[config.mk]
export PLATFORM = sky130hd
export DESIGN_NAME = lfn_reduce
export DESIGN_NICKNAME = d
export VERILOG_FILES = /design/src/rtl/lfn_pkg.sv /design/src/rtl/lfn_reduce.sv
export SDC_FILE = /design/constraint.sdc
export NUM_CORES = 1
export LEC_CHECK = 0
export ABC_AREA = 1
export BUFFER_PORTS_ARGS = -buffer_cell sky130_fd_sc_hd__buf_2
export CAP_MARGIN = 30
export CORE_MARGIN = 2
export CORE_UTILIZATION = 50
export CTS_CLUSTER_SIZE = 16
export DETAILED_ROUTE_END_ITERATION = 12
export GPL_TIMING_DRIVEN = 1
export PLACE_DENSITY = 0.84
export SKIP_LAST_GASP = 1
export SYNTH_ARGS = -nofsm -noshare
export SYNTH_HDL_FRONTEND = slang
export SYNTH_SLANG_ARGS = --single-unit
[constraint.sdc]
create_clock -name clk -period 4.1 [get_ports clk]
set_clock_uncertainty 0.2 [all_clocks]
set_input_delay 0.615 -clock clk [delete_from_list [all_inputs] [get_ports clk]]
set_output_delay 0.615 -clock clk [all_outputs]
set_load 0.05 [all_outputs]
[src/rtl/lfn_pkg.sv]
// Shared types, constants and arithmetic helpers for the local frame unit.
package lfn_pkg;

  localparam int MAG_W      = 31;
  localparam int OUT_W      = 32;
  localparam int PROD_W     = 64;
  localparam int UNIT_FRAC  = 30;
  localparam int SQRT_STEPS = 32;
  localparam int DIV_STEPS  = 31;

  localparam logic [MAG_W-1:0] UNIT_ONE = MAG_W'(1) << UNIT_FRAC;

  typedef logic [MAG_W-1:0] mag_t;

  typedef struct packed {
    logic [2:0] neg;
    mag_t [2:0] mag;
  } svec_t;

  typedef struct packed {
    logic v;
    logic degen;
  } ctl_t;

  typedef struct packed {
    logic [2:0][2:0][OUT_W-1:0] m;
    logic                       degen;
  } out_t;

  function automatic logic [PROD_W-1:0] smul(input logic na, input mag_t ma,
                                            input logic nb, input mag_t mb);
    logic [PROD_W-1:0] p;
    p = PROD_W'(ma) * PROD_W'(mb);
    return (na ^ nb) ? (~p + PROD_W'(1)) : p;
  endfunction

  function automatic logic [OUT_W-1:0] to_s32(input logic neg, input mag_t m);
    logic [OUT_W-1:0] v;
    v = {1'b0, m};
    return neg ? (~v + OUT_W'(1)) : v;
  endfunction

  function automatic logic [OUT_W-1:0] round_q60(input logic [PROD_W-1:0] d);
    logic [PROD_W-1:0] mg;
    logic [PROD_W-1:0] rs;
    mag_t              m;
    mg = d[PROD_W-1] ? (~d + PROD_W'(1)) : d;
    rs = (mg + (PROD_W'(1) << (UNIT_FRAC - 1))) >> UNIT_FRAC;
    m  = (rs > PROD_W'(UNIT_ONE)) ? UNIT_ONE : rs[MAG_W-1:0];
    return to_s32(d[PROD_W-1], m);
  endfunction

endpackage

[src/rtl/lfn_reduce.sv]
// Power-of-two normalization of a three-component vector into sign and magnitude.
module lfn_reduce import lfn_pkg::*; #(
  parameter int IW = 33
) (
  input  logic              clk,
  input  logic              en,
  input  logic [2:0][IW-1:0] in_c,
  output svec_t             out_r,
  output logic              zero_r
);

  localparam int PAD = (IW < MAG_W) ? MAG_W - IW : 0;
  localparam int LW  = IW + PAD;
  localparam int SW  = $clog2(LW);

  logic [2:0][IW-1:0] mag;
  logic [2:0][LW-1:0] ext;
  logic [2:0][LW-1:0] shifted;
  logic [LW-1:0]      any;
  logic [SW-1:0]      sh;
  svec_t              out_nxt;

  always_comb begin
    any = '0;
    for (int i = 0; i < 3; i++) begin
      mag[i] = in_c[i][IW-1] ? (~in_c[i] + IW'(1)) : in_c[i];
      ext[i] = LW'(mag[i]) << PAD;
      any    = any | ext[i];
    end
    sh = '0;
    for (int b = 0; b < LW; b++) begin
      if (any[b]) sh = SW'(LW - 1 - b);
    end
    for (int i = 0; i < 3; i++) begin
      shifted[i]     = ext[i] << sh;
      out_nxt.mag[i] = shifted[i][LW-1 -: MAG_W];
      out_nxt.neg[i] = in_c[i][IW-1];
    end
  end

  always_ff @(posedge clk) begin
    if (en) begin
      out_r  <= out_nxt;
      zero_r <= ~|any;
    end
  end

endmodule

==> qor.csv, run 1 <==
metric;value;unit
result of the run;aborted with a tool error;
stopping stage;global routing;
first error message;[ERROR GRT-0232] Routing congestion too high. Check the congestion heatmap in the GUI.;
global-route total usage across every layer;82.4;%
library cell occupying the most area in the post-synthesis netlist;sky130_fd_sc_hd__edfxtp_1;
number of synthesized flops with an enable pin;97;
summed instance area of the synthesized netlist;0.0117;mm^2
global-route congestion overflow total;33;
root buffer cell;sky130_fd_sc_hd__clkbuf_16;
YS warnings;0;
maximum clock insertion buffer count;2;
most frequently used flop master after synthesis;sky130_fd_sc_hd__edfxtp_1;
Synth Register Bits;97;
synthesized area per cell;6.00;um^2
maximum number of pins on one net before global-route repair;57;
Synth top area share;24.8;%
number of ports placed on the die boundary;198;
TritonCTS sink count;97;
post-synthesis cell type count;49;
FP Rows;56;
Commonest cells post-synth;sky130_fd_sc_hd__nand2_1, sky130_fd_sc_hd__nand3_1, sky130_fd_sc_hd__inv_1;
cell count after synthesis;1956;
Hold Buf Count CTS;0;
kind of endpoint with the least setup slack;sequential cell input;
async set-or-reset flop fraction in the synthesized netlist;0;%
weighted congestion reported at the end of routability-driven placement;0.987;
Area contributors post-synth;sky130_fd_sc_hd__edfxtp_1, sky130_fd_sc_hd__nand2_1, sky130_fd_sc_hd__nand3_1;
Starting Density;50.5;%
sequential element share of the synthesized area;24.8;%
Final HPWL DP;42.5;mm
H-tree lvl count;3;
TritonCTS buffer count;9;
die extent in y;157;um
die width;157;um
Worst endpoint, post-GRT repair;out_r[68]$_SDFFCE_PP0P_/D;
cell with the most instances after synthesis;sky130_fd_sc_hd__nand2_1;
Post-Synthesis Net Count;2060;
# port buffers;197;
kinds of logic after synthesis:
family	count (synthesis)	synth area share [%]
and+or+nand+nor	1390	53.6
buffers and inverters	300	11.0
DFF	97	24.8
AOI/OAI and AO/OA	94	4.91
xor gates and xnor gates	72	5.37
adders and majority gates	3	0.320
routing by layer:
layer	GRT overflow	global-route usage (%)
met4	13	79.8
met3	4	72.1
met2	12	94.1
met1	4	82.4
met5	0	54.9
per-stage QoR:
stage	TNS (ns)	instance area (um^2)	setup slack, ns	util [%]	cells
4_1_cts	-21.82	20300	-0.341	87.5	2893
2_1_floorplan	-0.345	11800	-0.0345	-	1956
3_3_place_gp	-71.82	15900	-0.865	68.6	2753
3_5_place_dp	-81.74	15900	-1.01	68.6	2753
timing repair:
item,in CTS
pin swaps,206
setup endpoints to repair,94
gates resized for setup,638
cloned,24
buffers inserted,103
==> run 2: changes to the inputs <==
--- a/config.mk
+++ b/config.mk
@@ -9,11 +9,10 @@
 export BUFFER_PORTS_ARGS = -buffer_cell sky130_fd_sc_hd__buf_2
 export CAP_MARGIN = 30
 export CORE_MARGIN = 2
-export CORE_UTILIZATION = 50
-export CTS_CLUSTER_SIZE = 16
+export CORE_UTILIZATION = 35
 export DETAILED_ROUTE_END_ITERATION = 12
 export GPL_TIMING_DRIVEN = 1
-export PLACE_DENSITY = 0.84
+export PLACE_DENSITY_LB_ADDON = 0.15
 export SKIP_LAST_GASP = 1
 export SYNTH_ARGS = -nofsm -noshare
 export SYNTH_HDL_FRONTEND = slang
==> constraint.sdc (replaced) <==
create_clock -name clk -period 5.3 [get_ports clk]
set_clock_uncertainty 0.2 [all_clocks]
set_input_delay 0.795 -clock clk [delete_from_list [all_inputs] [get_ports clk]]
set_output_delay 0.795 -clock clk [all_outputs]
set_load 0.05 [all_outputs]
==> run 2 against run 1 <==
The run now ends clean; synthesized cell count stayed put; synthesized area is the same.
==> qor.csv, run 2 <==
metric;value;unit
global-route congestion overflow total;0;
most frequently used flop master after synthesis;sky130_fd_sc_hd__edfxtp_1;
number of detailed-route iterations in the first pass;5;
hold wc startpoint;in_c[65];
kind of end point of the critical path;flip-flop;
layout net count;2400;
diode insertion count for antenna repair;0;
summed instance area of the synthesized netlist;0.0117;mm^2
global-route total usage across every layer;29.5;%
result of the run;finished clean;
clock-pin slew on the worst setup and hold paths;0.08;ns
final standard cell utilization of the core;46.1;%
worst-path maximum fanout;24;
detailed-route wire length;53.1;mm
Critical Path Source Type;input pin;
top register by number of flip-flops;out_r;
number of ports placed on the die boundary;198;
root buffer cell;sky130_fd_sc_hd__clkbuf_16;
required arrival time at the worst endpoint;5.19;ns
Hold Crit Depth;1;
TritonCTS clock tree;yes;
layout cell share with drive strength beyond 1;23.3;%
number of global-route vias before repair;13500;
leading registers by flop count;out_r: 96 flops, zero_r: 1 flops;
Layout Area Growth over Synthesis;30.8;%
signal arrival time at the worst endpoint;4.91;ns
placed insts;2725;
shortest clock period the worst path allows after layout;5.02;ns
weighted congestion reported at the end of routability-driven placement;0.976;
library cell occupying the most area in the post-synthesis netlist;sky130_fd_sc_hd__edfxtp_1;
Area contributors post-synth;sky130_fd_sc_hd__edfxtp_1, sky130_fd_sc_hd__nand2_1, sky130_fd_sc_hd__nand3_1;
Post-Layout Inst Area;0.0154;mm^2
die extent in y;187;um
routed vias;14500;
Setup violations, final;0;
most common library cell in the layout ignoring fill and taps;sky130_fd_sc_hd__nand2_1;
initial antenna violation count;0;
YS warnings;0;
die width;187;um
Starting Density;35.3;%
H-tree lvl count;3;
period utilization;94.7;%
post-synthesis cell type count;49;
area of the core;0.0333;mm^2
maximum number of pins on one net before global-route repair;65;
Worst VDD drop;0.000148;V
cell with the most instances after synthesis;sky130_fd_sc_hd__nand2_1;
most frequent cells in the layout;sky130_fd_sc_hd__nand2_1, sky130_fd_sc_hd__nand3_1, sky130_fd_sc_hd__buf_4, sky130_fd_sc_hd__buf_2, sky130_fd_sc_hd__inv_1;
crit path setup slack, layout;0.280;ns
residual antenna-violating net count after detailed routing;0;
Lkg Pwr;7.59;nW
Post-Synthesis Net Count;2060;
hold violation count in the final report;0;
async set-or-reset flop fraction in the synthesized netlist;0;%
Hold Buf Count CTS;0;
WHS;0.500;ns
count of non-filler cells in the finished layout;2747;
# port buffers;197;
worst setup path category;in2reg;
placed cell area;0.0148;mm^2
Commonest cells post-synth;sky130_fd_sc_hd__nand2_1, sky130_fd_sc_hd__nand3_1, sky130_fd_sc_hd__inv_1;
number of synthesized flops with an enable pin;97;
Final HPWL DP;43.6;mm
number of remaining DRC errors;0;
# Max-Cap Violations;0;
Pwr Density;225;mW/mm^2
die area;0.0350;mm^2
TritonCTS buffer count;9;
TritonCTS sink count;97;
Avg Vias per Cell;5.28;
Synth Register Bits;97;
pre-CTS setup slack;-0.143;ns
synthesized area per cell;6.00;um^2
count of pins over their slew limit;0;
startpoint of the most critical setup path;in_c[0];
FP Rows;67;
sequential element share of the synthesized area;24.8;%
cell count after synthesis;1956;
final routed wire length divided by cell count;19.3;um
highest achievable clock rate;199;MHz
global-route wire length before repair;80.0;mm
Worst Tran Pin Value;0.771;ns
tightest slew margin relative to the limit;48.6;%
endpoint with the worst hold slack;out_r[94];
flip-flop count of the largest register after layout;96;
Synth top area share;24.8;%
1st-iter DRT viols;1275;
maximum clock insertion buffer count;2;
type of the worst min-delay path;in2reg;
## run 2: cell counts after synthesis
No cell type changed its count.
## run 2: timing repair
| item | in CTS | in global routing |
|---|---|---|
| setup buffers | 0 | 4 |
| setup endpoints to repair | 0 | 77 |
| resized for setup | 0 | 37 |
## run 2: how the worst max path moves through the flow
| stage | depth (start not counted) | to |
|---|---|---|
| 2_1_floorplan | 35 | out_r[24] |
| 6_report | 25 | out_r[30] |
| 3_5_place_dp | 25 | out_r[26] |
| 5_1_grt | 39 | out_r[56] |
| 4_1_cts | 25 | out_r[26] |
| 3_3_place_gp | 28 | out_r[59] |
## run 2: routing by layer
metal | track usage, % | vias up | wire [um]
met5 | 0 | - | 0
met1 | 43.0 | 6709 | 25000
li1 | - | 7138 | -
met3 | 3.17 | 68 | 3370
met4 | 7.72 | 0 | 1370
met2 | 46.2 | 598 | 23300
## run 2: logic make-up after synthesis
group                    share of synthesized area, %
AO/OA/AOI/OAI                                    4.91
XOR/XNOR                                         5.37
buffers and inverters                            11.0
flip-flops                                       24.8
AND/OR/NAND/NOR                                  53.6
adder cells (fa/ha/maj)                         0.320
## run 2: final cells by class
cell class	instances	area (um^2)
clock buffers	9	225
clock inverters	5	35.0
fillers	3580	17900
inverters	202	768
multi-input cells	1559	7700
flip-flops and latches	97	2910
well taps	448	561
repair buffers	427	3150
## run 2: worst max-delay path, cell delays in order
cell and delay, ns:
sky130_fd_sc_hd__buf_2 0.14, sky130_fd_sc_hd__clkinv_4 0.09, sky130_fd_sc_hd__ha_4 0.16, sky130_fd_sc_hd__nand4_4 0.12, sky130_fd_sc_hd__nor3_4 0.31, sky130_fd_sc_hd__nand3_4 0.15, sky130_fd_sc_hd__nor4_4 0.39, sky130_fd_sc_hd__nand4_1 0.18
sky130_fd_sc_hd__nor4_2 0.30, sky130_fd_sc_hd__nor2_1 0.11, sky130_fd_sc_hd__xor2_1 0.27, sky130_fd_sc_hd__inv_2 0.11, sky130_fd_sc_hd__nor3_4 0.17, sky130_fd_sc_hd__inv_1 0.11, sky130_fd_sc_hd__nor2_2 0.16, sky130_fd_sc_hd__o21ai_0 0.12
sky130_fd_sc_hd__nand2_2 0.23, sky130_fd_sc_hd__clkinv_4 0.14, sky130_fd_sc_hd__buf_12 0.18, sky130_fd_sc_hd__nor2_1 0.11, sky130_fd_sc_hd__o21ai_0 0.09, sky130_fd_sc_hd__nand2_1 0.07, sky130_fd_sc_hd__nand2_1 0.13, sky130_fd_sc_hd__inv_2 0.12
sky130_fd_sc_hd__nand3_1 0.10
## run 2: power breakdown
group	leakage, nW	internal [W]	switching, W	total, W
combinational	6.52	0.000553	0.00129	0.00184
clock	0.117	0.000312	0.000283	0.000595
sequential	0.949	0.000990	0.0000267	0.00102
total	7.59	0.00185	0.00160	0.00345
## run 2: stage by stage
| step | TNS, ns | power (W) |
|---|---|---|
| after floorplan | 0 | 0.00215 |
| after global placement | -3.99 | 0.00283 |
| after detailed placement | -2.32 | 0.00283 |
| after CTS | 0 | 0.00343 |
| after global routing | -0.0140 | 0.00365 |
| final | 0 | 0.00345 |
(Power assumes the default switching activity.)
